<file path="src/sv/csr_pkg.sv">
`default_nettype none
// ============================================================================
// csr_pkg
// Shared types and constants of the canvas shape rasterizer.
// ============================================================================
package csr_pkg;

    localparam int COORD_W   = 15;
    localparam int ROOT_IN_W = 22;
    localparam int ROOT_W    = 11;

    localparam logic [ROOT_IN_W-1:0] ROOT_BIT0 = ROOT_IN_W'(1) << (ROOT_IN_W - 2);

    localparam logic CFG_GRID_WIDTH  = 1'b0;
    localparam logic CFG_GRID_HEIGHT = 1'b1;

    typedef enum logic [1:0] {
        REQ_RECT   = 2'd0,
        REQ_LINE   = 2'd1,
        REQ_CIRCLE = 2'd2,
        REQ_READ   = 2'd3
    } t_req_kind;

    typedef enum logic [1:0] {
        ST_DONE     = 2'd0,
        ST_NO_GRID  = 2'd1,
        ST_OUTSIDE  = 2'd2
    } t_status;

    typedef logic signed [COORD_W-1:0] t_coord;

    typedef struct packed {
        t_req_kind          req_type;
        logic signed [11:0] x_a;
        logic signed [11:0] y_a;
        logic signed [11:0] x_b;
        logic signed [11:0] y_b;
        logic [10:0]        circle_reach;
        logic [7:0]         draw_char;
    } t_req;

    typedef struct packed {
        t_status    status;
        logic [7:0] cell_value;
    } t_rsp;

    typedef struct packed {
        logic start;
        t_req req;
    } t_gen_cmd;

    typedef struct packed {
        logic   valid;
        t_coord x;
        t_coord y;
        logic   done;
    } t_plot;

endpackage
`default_nettype wire

</file>
<file path="src/sv/csr_isqrt.sv">
`default_nettype none
// ============================================================================
// csr_isqrt
// Iterative integer square root with remainder, settling the result bits from the top down.
// ============================================================================
module csr_isqrt
    import csr_pkg::*;
(
    input  wire logic                 i_clk,
    input  wire logic                 i_rst_n,
    input  wire logic                 i_start,
    input  wire logic [ROOT_IN_W-1:0] i_value,
    output logic                      o_done,
    output logic [ROOT_W-1:0]         o_root,
    output logic [ROOT_W:0]           o_rem
);

    logic [ROOT_IN_W-1:0] r_v, n_v;
    logic [ROOT_IN_W-1:0] r_res, n_res;
    logic [ROOT_IN_W-1:0] r_bit, n_bit;
    logic                 r_done, n_done;
    logic [ROOT_IN_W-1:0] w_trial;

    assign w_trial = r_res + r_bit;

    always_comb begin
        n_v    = r_v;
        n_res  = r_res;
        n_bit  = r_bit;
        n_done = 1'b0;
        if (i_start) begin
            n_v   = i_value;
            n_res = '0;
            n_bit = ROOT_BIT0;
        end else if (r_bit != '0) begin
            if (r_v >= w_trial) begin
                n_v   = r_v - w_trial;
                n_res = (r_res >> 1) + r_bit;
            end else begin
                n_res = r_res >> 1;
            end
            n_bit  = r_bit >> 2;
            n_done = (r_bit == ROOT_IN_W'(1));
        end
    end

    always_ff @(posedge i_clk) begin
        if (!i_rst_n) begin
            r_bit  <= '0;
            r_done <= 1'b0;
        end else begin
            r_bit  <= n_bit;
            r_done <= n_done;
        end
        r_v   <= n_v;
        r_res <= n_res;
    end

    assign o_done = r_done;
    assign o_root = r_res[ROOT_W-1:0];
    assign o_rem  = r_v[ROOT_W:0];

endmodule
`default_nettype wire

</file>
<file path="src/sv/csr_plotter.sv">
`default_nettype none
// ============================================================================
// csr_plotter
// Shape sequencer: emits one cell coordinate per cycle for rectangles,
// lines and circles, pausing for the square root of each circle column.
// ============================================================================
module csr_plotter
    import csr_pkg::*;
(
    input  wire logic     i_clk,
    input  wire logic     i_rst_n,
    input  wire t_gen_cmd i_cmd,
    output t_plot         o_plot
);

    typedef enum logic [7:0] {
        G_IDLE  = 8'b0000_0001,
        G_RUN   = 8'b0000_0010,
        G_LINE  = 8'b0000_0100,
        G_CSQ   = 8'b0000_1000,
        G_CROOT = 8'b0001_0000,
        G_CPLOT = 8'b0010_0000,
        G_TIPS  = 8'b0100_0000,
        G_FIN   = 8'b1000_0000
    } t_gstate;

    localparam int ACC_W = 15;

    t_gstate r_state, n_state;

    logic signed [11:0] r_x0, n_x0, r_x1, n_x1, r_y0, n_y0, r_y1, n_y1;
    logic [1:0]         r_seg, n_seg;
    logic signed [11:0] r_pos, n_pos;

    logic signed [11:0]      r_lx, n_lx, r_ly, n_ly, r_lx2, n_lx2;
    logic [11:0]             r_dx, n_dx, r_m, n_m;
    logic                    r_neg, n_neg;
    logic signed [ACC_W-1:0] r_acc, n_acc;

    logic [10:0]          r_reach, n_reach;
    logic [10:0]          r_r, n_r;
    logic [10:0]          r_i, n_i;
    logic [ROOT_IN_W-1:0] r_v, n_v;
    t_coord               r_cur, n_cur, r_rd, n_rd;
    logic [11:0]          r_j, n_j, r_last, n_last;
    logic [1:0]           r_q, n_q;

    logic                 w_root_start;
    logic [ROOT_IN_W-1:0] w_root_value;
    logic                 w_root_done;
    logic [ROOT_W-1:0]    w_root;
    logic [ROOT_W:0]      w_rem;
    logic                 w_adv;

    logic signed [11:0] w_xmin, w_xmax, w_ymin, w_ymax;
    logic               w_swap;
    logic signed [11:0] w_lx1, w_ly1, w_lx2, w_ly2;
    logic signed [12:0] w_dy, w_dx13;
    logic               w_cont;
    logic signed [11:0] w_run_end;

    t_coord w_cx, w_cy, w_ie, w_je, w_reach_e;
    t_coord w_fl, w_rd, w_diff, w_up, w_dn;

    assign w_xmin = (i_cmd.req.x_a < i_cmd.req.x_b) ? i_cmd.req.x_a : i_cmd.req.x_b;
    assign w_xmax = (i_cmd.req.x_a < i_cmd.req.x_b) ? i_cmd.req.x_b : i_cmd.req.x_a;
    assign w_ymin = (i_cmd.req.y_a < i_cmd.req.y_b) ? i_cmd.req.y_a : i_cmd.req.y_b;
    assign w_ymax = (i_cmd.req.y_a < i_cmd.req.y_b) ? i_cmd.req.y_b : i_cmd.req.y_a;
    assign w_swap = i_cmd.req.x_a > i_cmd.req.x_b;
    assign w_lx1  = w_swap ? i_cmd.req.x_b : i_cmd.req.x_a;
    assign w_ly1  = w_swap ? i_cmd.req.y_b : i_cmd.req.y_a;
    assign w_lx2  = w_swap ? i_cmd.req.x_a : i_cmd.req.x_b;
    assign w_ly2  = w_swap ? i_cmd.req.y_a : i_cmd.req.y_b;
    assign w_dy   = 13'(w_ly2) - 13'(w_ly1);
    assign w_dx13 = 13'(w_lx2) - 13'(w_lx1);

    assign w_cont    = r_neg ? (r_acc > 0) : (r_acc >= $signed({3'b000, r_dx}));
    assign w_run_end = r_seg[1] ? r_y1 : r_x1;

    assign w_cx      = COORD_W'(r_x0);
    assign w_cy      = COORD_W'(r_y0);
    assign w_ie      = COORD_W'($signed({1'b0, r_i}));
    assign w_je      = COORD_W'($signed({1'b0, r_j}));
    assign w_reach_e = COORD_W'($signed({1'b0, r_reach}));
    assign w_fl      = w_cy + COORD_W'($signed({1'b0, w_root}));
    assign w_rd      = w_fl + ((w_rem > {1'b0, w_root}) ? COORD_W'(1) : COORD_W'(0));
    assign w_diff    = r_cur - w_fl;
    assign w_up      = r_cur - w_je;
    assign w_dn      = w_cy + w_cy - r_cur + w_je;

    csr_isqrt u_isqrt (
        .i_clk   (i_clk),
        .i_rst_n (i_rst_n),
        .i_start (w_root_start),
        .i_value (w_root_value),
        .o_done  (w_root_done),
        .o_root  (w_root),
        .o_rem   (w_rem)
    );

    always_comb begin
        n_state = r_state;
        n_x0 = r_x0; n_x1 = r_x1; n_y0 = r_y0; n_y1 = r_y1;
        n_seg = r_seg; n_pos = r_pos;
        n_lx = r_lx; n_ly = r_ly; n_lx2 = r_lx2; n_dx = r_dx; n_m = r_m;
        n_neg = r_neg; n_acc = r_acc;
        n_reach = r_reach; n_r = r_r; n_i = r_i; n_v = r_v;
        n_cur = r_cur; n_rd = r_rd; n_j = r_j; n_last = r_last; n_q = r_q;
        w_root_start = 1'b0;
        w_root_value = r_v;
        w_adv        = 1'b0;
        o_plot       = '0;
        unique case (r_state)
            G_IDLE: begin
                if (i_cmd.start) begin
                    unique case (i_cmd.req.req_type)
                        REQ_RECT: begin
                            n_x0 = w_xmin; n_x1 = w_xmax; n_y0 = w_ymin; n_y1 = w_ymax;
                            n_seg = 2'd0;
                            n_pos = w_xmin;
                            n_state = G_RUN;
                        end
                        REQ_LINE: begin
                            if (i_cmd.req.x_a == i_cmd.req.x_b) begin
                                n_x0 = i_cmd.req.x_a; n_x1 = i_cmd.req.x_a;
                                n_y0 = w_ymin; n_y1 = w_ymax;
                                n_seg = 2'd3;
                                n_pos = w_ymin;
                                n_state = G_RUN;
                            end else begin
                                n_lx  = w_lx1;
                                n_ly  = w_ly1;
                                n_lx2 = w_lx2;
                                n_dx  = w_dx13[11:0];
                                n_neg = w_dy < 0;
                                n_m   = (w_dy < 0) ? 12'(-w_dy) : w_dy[11:0];
                                n_acc = '0;
                                n_state = G_LINE;
                            end
                        end
                        REQ_CIRCLE: begin
                            n_x0    = i_cmd.req.x_a;
                            n_y0    = i_cmd.req.y_a;
                            n_reach = i_cmd.req.circle_reach;
                            n_r     = i_cmd.req.circle_reach - 11'd1;
                            n_q     = '0;
                            n_state = (i_cmd.req.circle_reach == '0) ? G_TIPS : G_CSQ;
                        end
                        REQ_READ: begin
                            n_state = G_FIN;
                        end
                    endcase
                end
            end
            G_RUN: begin
                o_plot.valid = 1'b1;
                unique case (r_seg)
                    2'd0: begin o_plot.x = COORD_W'(r_pos); o_plot.y = COORD_W'(r_y1); end
                    2'd1: begin o_plot.x = COORD_W'(r_pos); o_plot.y = COORD_W'(r_y0); end
                    2'd2: begin o_plot.x = COORD_W'(r_x1);  o_plot.y = COORD_W'(r_pos); end
                    2'd3: begin o_plot.x = COORD_W'(r_x0);  o_plot.y = COORD_W'(r_pos); end
                endcase
                if (r_pos == w_run_end) begin
                    if (r_seg == 2'd3) begin
                        n_state = G_FIN;
                    end else begin
                        n_seg = r_seg + 2'd1;
                        n_pos = n_seg[1] ? r_y0 : r_x0;
                    end
                end else begin
                    n_pos = r_pos + 12'sd1;
                end
            end
            G_LINE: begin
                o_plot.valid = 1'b1;
                o_plot.x     = COORD_W'(r_lx);
                o_plot.y     = COORD_W'(r_ly);
                if (w_cont) begin
                    n_ly  = r_neg ? (r_ly - 12'sd1) : (r_ly + 12'sd1);
                    n_acc = r_acc - $signed({3'b000, r_dx});
                end else if (r_lx == r_lx2) begin
                    n_state = G_FIN;
                end else begin
                    n_lx  = r_lx + 12'sd1;
                    n_acc = r_acc + $signed({3'b000, r_m});
                end
            end
            G_CSQ: begin
                n_v          = ROOT_IN_W'(r_r) * ROOT_IN_W'(r_r);
                n_i          = '0;
                n_cur        = w_cy + COORD_W'($signed({1'b0, r_r}));
                w_root_start = 1'b1;
                w_root_value = n_v;
                n_state      = G_CROOT;
            end
            G_CROOT: begin
                if (w_root_done) begin
                    if (r_i != '0) begin
                        n_rd    = w_rd;
                        n_last  = (w_diff < 1) ? 12'd0 : 12'(w_diff - COORD_W'(1));
                        n_j     = '0;
                        n_q     = '0;
                        n_state = G_CPLOT;
                    end else begin
                        n_cur = w_rd;
                        w_adv = 1'b1;
                    end
                end
            end
            G_CPLOT: begin
                o_plot.valid = 1'b1;
                o_plot.x     = r_q[0] ? (w_cx - w_ie) : (w_cx + w_ie);
                o_plot.y     = r_q[1] ? w_dn : w_up;
                n_q          = r_q + 2'd1;
                if (r_q == 2'd3) begin
                    if (r_j == r_last) begin
                        n_cur = r_rd;
                        w_adv = 1'b1;
                    end else begin
                        n_j = r_j + 12'd1;
                    end
                end
            end
            G_TIPS: begin
                o_plot.valid = 1'b1;
                unique case (r_q)
                    2'd0: begin o_plot.x = w_cx;             o_plot.y = w_cy + w_reach_e; end
                    2'd1: begin o_plot.x = w_cx + w_reach_e; o_plot.y = w_cy;             end
                    2'd2: begin o_plot.x = w_cx;             o_plot.y = w_cy - w_reach_e; end
                    2'd3: begin o_plot.x = w_cx - w_reach_e; o_plot.y = w_cy;             end
                endcase
                n_q = r_q + 2'd1;
                if (r_q == 2'd3) begin
                    n_state = G_FIN;
                end
            end
            G_FIN: begin
                o_plot.done = 1'b1;
                n_state     = G_IDLE;
            end
            default: begin
                n_state = G_IDLE;
            end
        endcase
        if (w_adv) begin
            if (r_i == r_r) begin
                n_q     = '0;
                n_state = G_TIPS;
            end else begin
                n_i          = r_i + 11'd1;
                n_v          = r_v - ROOT_IN_W'({r_i, 1'b1});
                w_root_start = 1'b1;
                w_root_value = n_v;
                n_state      = G_CROOT;
            end
        end
    end

    always_ff @(posedge i_clk) begin
        if (!i_rst_n) begin
            r_state <= G_IDLE;
        end else begin
            r_state <= n_state;
        end
        r_x0 <= n_x0; r_x1 <= n_x1; r_y0 <= n_y0; r_y1 <= n_y1;
        r_seg <= n_seg; r_pos <= n_pos;
        r_lx <= n_lx; r_ly <= n_ly; r_lx2 <= n_lx2; r_dx <= n_dx; r_m <= n_m;
        r_neg <= n_neg; r_acc <= n_acc;
        r_reach <= n_reach; r_r <= n_r; r_i <= n_i; r_v <= n_v;
        r_cur <= n_cur; r_rd <= n_rd; r_j <= n_j; r_last <= n_last; r_q <= n_q;
    end

    a_root_start_idle : assert property (@(posedge i_clk) disable iff (!i_rst_n)
        w_root_start |-> (r_state == G_CSQ || r_state == G_CROOT || r_state == G_CPLOT))
        else $error("root started from wrong state");

    a_done_then_idle : assert property (@(posedge i_clk) disable iff (!i_rst_n)
        o_plot.done |=> r_state == G_IDLE)
        else $error("sequencer not idle after done");

endmodule
`default_nettype wire

</file>
<file path="config.mk">
export PLATFORM = sky130hd
export DESIGN_NAME = csr_plotter
export DESIGN_NICKNAME = d
export VERILOG_FILES = /design/src/sv/csr_pkg.sv /design/src/sv/csr_isqrt.sv /design/src/sv/csr_plotter.sv
export SDC_FILE = /design/constraint.sdc
export NUM_CORES = 2
export LEC_CHECK = 0
export BUFFER_PORTS_ARGS = -buffer_cell sky130_fd_sc_hd__buf_2
export CAP_MARGIN = 10
export CORE_MARGIN = 2
export CORE_UTILIZATION = 25
export CTS_BUF_LIST = sky130_fd_sc_hd__clkbuf_8
export DETAILED_ROUTE_END_ITERATION = 6
export GPL_ROUTABILITY_DRIVEN = 1
export GPL_TIMING_DRIVEN = 0
export PLACE_DENSITY = 0.46
export SLEW_MARGIN = 30
export SYNTH_ARGS = -nofsm -noshare
export SYNTH_HDL_FRONTEND = slang
export SYNTH_SLANG_ARGS = --single-unit
</file>
<file path="constraint.sdc">
create_clock -name i_clk -period 7.17 [get_ports i_clk]
set_input_delay 0.717 -clock i_clk [delete_from_list [all_inputs] [get_ports i_clk]]
set_output_delay 0.717 -clock i_clk [all_outputs]
set_load 0.02 [all_outputs]
</file>
==> After elaboration in Yosys (flattened, before gate mapping) <==
Cells that the tools add are included.
{ "totals": {"n_memories": 0, "latch_bits": 0, "register_bits": 313, "mem_bits_rw": 0, "mem_bits_ro": 0, "inputBits": 72} }
{ "op_classes": {"add_sub_neg": 33, "div": 0, "n_eq_ne": 51, "n_mux": 106, "magnitude_cmp": 9, "multipliers": 1, "bitwise": 3, "reduce_logical": 31, "shift": 0} }
{ "op_table": {"columns": ["operator", "n"], "rows": [
  ["$mux W12", 31],
  ["$pmux W30 S4", 2],
  ["$pmux W12 S2", 7],
  ["$mux W15", 11],
  ["$mux W22", 7],
  ["$pmux W31 S4", 1],
  ["$add A12 B12 Y13", 6],
  ["$mux W8", 9],
  ["$pmux W12 S3", 2],
  ["$pmux W8 S7", 1],
  ["$sub A12 B12 Y13", 4],
  ["$eq A12 B12 Y1", 4],
  ["$pmux W15 S3", 1],
  ["$sub A15 B13 Y15", 3],
  ["$mux W21", 2],
  ["$add A12 B2 Y12 const B", 3],
  ["$mux W11", 3],
  ["$pmux W8 S4", 1],
  ["$add A15 B13 Y15", 2],
  ["$ne A2 B2 Y1 const B", 15],
  ["$ne A3 B3 Y1 const B", 10],
  ["$pmux W15 S2", 1],
  ["$reduce_and A5 Y1", 5],
  ["$lt A12 B12 Y1", 2],
  ["other kinds (56)", 101]
]} }

==> Longest topological paths before layout <==
{ "depth": {"ltp_word": 7, "mapped_depth": 24} }

==> Hierarchy <==
Synthesis repeated with hierarchy kept, for this count alone.
{ "unflattened": {"hier_cells": 3629, "area_unflattened_um2": 31136.1} }
{ "by_module_without_submodules": {"columns": ["module", "cells_per_inst", "instances", "seq_area_each_um2", "area_each_um2"], "rows": [
  ["csr_plotter", 3034, 1, 7226.9, 26171.4],
  ["csr_isqrt", 595, 1, 1341.3, 4964.8]
]} }

==> Least setup slack after synthesis <==
No wires, ideal clock.
{ "synth_path": {"path_kind": "register to register", "start": "reg u_isqrt.r_res[2]", "end": "reg u_isqrt.r_v[0], enable pin", "path_buffers": 2, "t_arrival_ns": 5.574, "setup_ns": 0.432, "path_stages_with_launch": 21, "path_slack_ns": 1.164, "t_required_ns": 6.738, "cell_sequence": "dfxtp_1 ha_1 a31oi_1 o21bai_1 a31oi_1 o21bai_1 a31oi_1 inv_1 a31oi_1 o21bai_1 a31o_2 a31oi_1 xor2_1 ha_1 nand2_1 nor2_1 o21ai_0 a311o_1 clkbuf_1 clkbuf_1 o21ai_0"} }
{ "synth_between": {"elab_chain_len": 4} }
{ "synth_rtl": {"columns": ["item", "line_no", "text"], "rows": [
  ["from (decl)", "csr_isqrt.sv:19", "logic [ROOT_IN_W-1:0] r_res, n_res;"],
  ["from (signal assigned)", "csr_isqrt.sv:56", "r_res <= n_res;"],
  ["$add A22 B21 Y22", "csr_isqrt.sv:24", "assign w_trial = r_res + r_bit;"],
  ["$ge A22 B22 Y1", "csr_isqrt.sv:36", "if (r_v >= w_trial) begin"],
  ["$reduce_bool A2 Y1 (no line)", null, null],
  ["$reduce_and A2 Y1 (no line)", null, null],
  ["to (signal assigned)", "csr_isqrt.sv:55", "r_v <= n_v;"],
  ["to (decl)", "csr_isqrt.sv:18", "logic [ROOT_IN_W-1:0] r_v, n_v;"]
]} }
No other way between the ends.
A chain may end at the register's enable or synchronous reset.

==> impl_results.md <==
- Seq/Total Area, Yosys: 0.277
- Unrepaired setup endpoints after global routing: false
- Distinct cell type count after synthesis: just over 90
- Worst Hold Endpoint: r_reach[3]
- Prevailing post-synth register cell: edfxtp_1
- RR Startpoint: r_r[8]
- Post-CTS setup buffers: 0
- Number of synthesized register bits: slightly above 300
- Core region area: 123000 um^2
- PortBufs: 95
- Mux cell area share after synthesis: 0.0297
- Drt total wl: 114 mm
- Net Count, Synth: just over 4000
- # setup viols final: 0
- Leakage: between 0.01 and 0.015 uW
- Outcome: complete, no violations
- H-tree Lvls: 2
- Routed via count: 27190
- Synth area leaders: edfxtp_1 (23%), ha_1 (12%), xnor2_1 (7.1%), fa_1 (5.6%), dfxtp_1 (5.0%)
- Synth area leader: edfxtp_1
- Avg Cell Area, Syn: around 8.6 um^2
- Antenna Nets Post-Route: 0
- CP delay by family, top: compound AO/OA/AOI/OAI gates
- # rows: 129
- Via density: roughly 5.0
- Starting Density: 0.251
- Req. time, crit path: roughly 6.5 ns
- Mapped Area: slightly above 30000 um^2
- Post-Route Setup TNS: 0 ns
- First-pass GRT wire length: 170 mm
- Sw Ratio: 0.446
- Overall Global Routing Usage: 0.178
- Hold WC Path Type: in -> reg
- Vias in the first global route: 26505
- P per Cell Area: around 280 nW/um^2
- Hpwl dp: ~92 mm
- # nets final: 4210
- Ratio of final minimum period to clock period: 0.949
- Max Cap Viol: 0
- Final Max Slew Viols: 0
- Die height: 356 um
- Slew HR: 0.304
- Clock skew: ~0.041 ns
- Routed len/inst: 21.0 um
- DR DRC count: 0
- Worst setup SP type: register
- Layout filler cell count: between 10000 and 15000
- Flop2flop setup slack: roughly 0.73 ns
- Die Wd: between 300 and 400 um
- Root buffer cell: clkbuf_8
- Synth Instances: about 3600
- Slowest cell delay on critical path: about 0.83 ns
- Gate power share: 0.558
- Setup ws final: around 0.36 ns
- Num CTS Buffers: 58
- Largest family of logic cells by synthesized area: compound AO/OA/AOI/OAI gates
- Worst-path clk slew: about 0.06 ns
- Clock buffer depth: 3
- DRT iter0 DRCs: 2339
- Clock network power share: 0.181
- Worst setup EP type: output pin
- EDFF count, synth: approximately 230
- Post-synthesis xor/xnor area fraction: 0.0974
- Utilization after layout: 0.283
- Crit path top cell by count: o21ai_0
- Hold path depth: 1
- TritonCTS clock tree: yes
- Fin crit period: 6.81 ns
- CP max-delay cell: o21ai_0
- F_max: between 100 and 150 MHz
- Sequential group share of total power: 0.261
- R2R cell count: 20
- Int Power: around 5400 uW
- Clock sink total: just over 300
- Dpl cell area: roughly 34000 um^2
- Ports: between 100 and 150
- Routability congestion estimate: about 0.9
- Worst-path cell chain: inv_1, ha_1, clkbuf_1, nor2_1, xnor2_1, ha_1, nor2b_1, o21ai_0, a21boi_0, o21ai_0, a21boi_0, o21ai_0, a21o_1, a31oi_1, xnor2_1, a21oi_1, o21ai_0, nand3_1, buf_2
- Overflow after GRT: 0
- Fraction of layout cells with a size suffix above 1: 0.0774
- P&R area growth vs syn: 12.6%
- Yosys warnings: 0
- Final Hold Viols: 0
- Design area: between 30000 and 40000 um^2
- Commonest cells in the netlist: inv_1 (342), nand2_1 (324), ha_1 (304)
- Clock Latency Late Sink: around 0.7 ns
- Place WS: a little over 0.7 ns
- Initial antenna violation count: 4
- Largest net degree at the start of global routing: 38
- Most frequent cell after synthesis: inv_1
- Power, Total: 9820 uW
- Async SR Flop Fraction: 0
- Crit path arrival time: 6.09 ns
- Reg2Reg Capture Point: u_isqrt.r_v[21]
- Post-Synth Adder-Cell Area: 0.179
- Hold buffer count at cts: 0
- Cts repair resizes: 0
- Max Fanout on Critical Path: 10
- Drt first pass iters: 6
- Psw: 4370 uW
- Peak supply drop: between 0.15 and 0.2 mV
- Slew @ Worst Pin: about 1.0 ns
- WP buf/inv: 3
- Simple-Gate Fraction of Synth Area: 0.161
- Area fraction of the dominant cell type after synthesis: 0.227
- Complex-gate fraction of the synthesized area: 0.196
- Crit path kind: reg -> out
- Min-delay src: i_cmd[11]
- Die area: approximately 130000 um^2
worst reg2reg max path: cells and delay by family (launching register included):
family / cells / cell delay (ns)
adders and majority gates: 6 / 2.92
AOI/OAI and AO/OA: 8 / 1.51
DFF: 1 / 0.64
buffers and inverters: 4 / 0.62
xor gates and xnor gates: 1 / 0.37
and+or+nand+nor: 1 / 0.15
per-layer routing:
metal	GRT usage	part of all wire	vias to the layer above
met5	0	0.00011	-
met4	0.0495	0.027	2
met3	0.0322	0.068	158
met2	0.264	0.42	854
met1	0.260	0.49	13089
li1	-	-	13087
through the flow:
stage	hold WS (ns)	cells
3_3_place_gp	0.439	5315
4_1_cts	0.186	5433
6_report	0.249	5435
3_5_place_dp	0.439	5324
2_1_floorplan	0.426	3583
5_1_grt	0.204	5434
how the worst max path moves through the flow:
stage,startpoint,end,depth (start not counted)
3_3_place_gp,u_isqrt.r_res[2],u_isqrt.r_v[21],20
2_1_floorplan,u_isqrt.r_res[2],u_isqrt.r_v[0],20
3_5_place_dp,r_r[8],u_isqrt.r_v[21],20
5_1_grt,r_q[0],o_plot[14],19
6_report,r_q[0],o_plot[15],19
4_1_cts,r_q[1],o_plot[14],18
state kept, by name, summed over array words and instances, names as in the netlist, 14 cells and up:
register,count
r_acc,15
r_v,22
r_rd,14
u_isqrt.r_v,22
r_cur,14
u_isqrt.r_res,22
power groups by stage:
stage | Combinational [uW] | Sequential (uW) | Clock [uW]
final | 5470 | 2560 | 1780
after global routing | 6160 | 2580 | 1900
after CTS | 5470 | 2560 | 1840
after detailed placement | 5430 | 2590 | 0
after global placement | 5390 | 2600 | 0
after floorplan | 4120 | 2450 | 0
cells by family (layout without fill, tap and decap cells):
family,count (synthesis),after routing
AOI/OAI and AO/OA,914,914
xor gates and xnor gates,344,344
adders and majority gates,391,391
muxes,87,87
buffers and inverters,486,699
DFF,311,311
other,0,2
and+or+nand+nor,1050,1050
cell type report:
cell class	instances	area, um^2	area share
timing repair buffer	104	602	0.0173
sequential	311	8570	0.246
clock inverter	48	312	0.00895
clock buffer	61	840	0.0241
antenna	2	5.00	0.000144
inverter	344	1290	0.0371
buffer	142	556	0.0160
multi-input combinational	2786	20600	0.591
tap	1637	2050	0.0588
layout by cell type (no fill, tap or decap), types with 24 or more instances in the layout:
cell type    n
xor2_1      94
nor2_1     288
nand3_1     60
mux2i_1     48
a211oi_1    51
or3_1       24
clkbuf_8    61
o21ai_0    221
dfxtp_1     77
a31oi_1     56
xnor2_1    250
a21o_1      62
nand2b_1    31
buf_2      100
and2_1      42
ha_1       304
nor2b_1     54
edfxtp_1   234
nor4_1      26
o21bai_1    43
nor3_1      86
fa_1        87
clkbuf_1   126
a21boi_0    29
and3_1      29
a22oi_1     48
inv_1      358
mux2_2      39
a21oi_1    194
nand2_1    324
(Power assumes the default switching activity.)
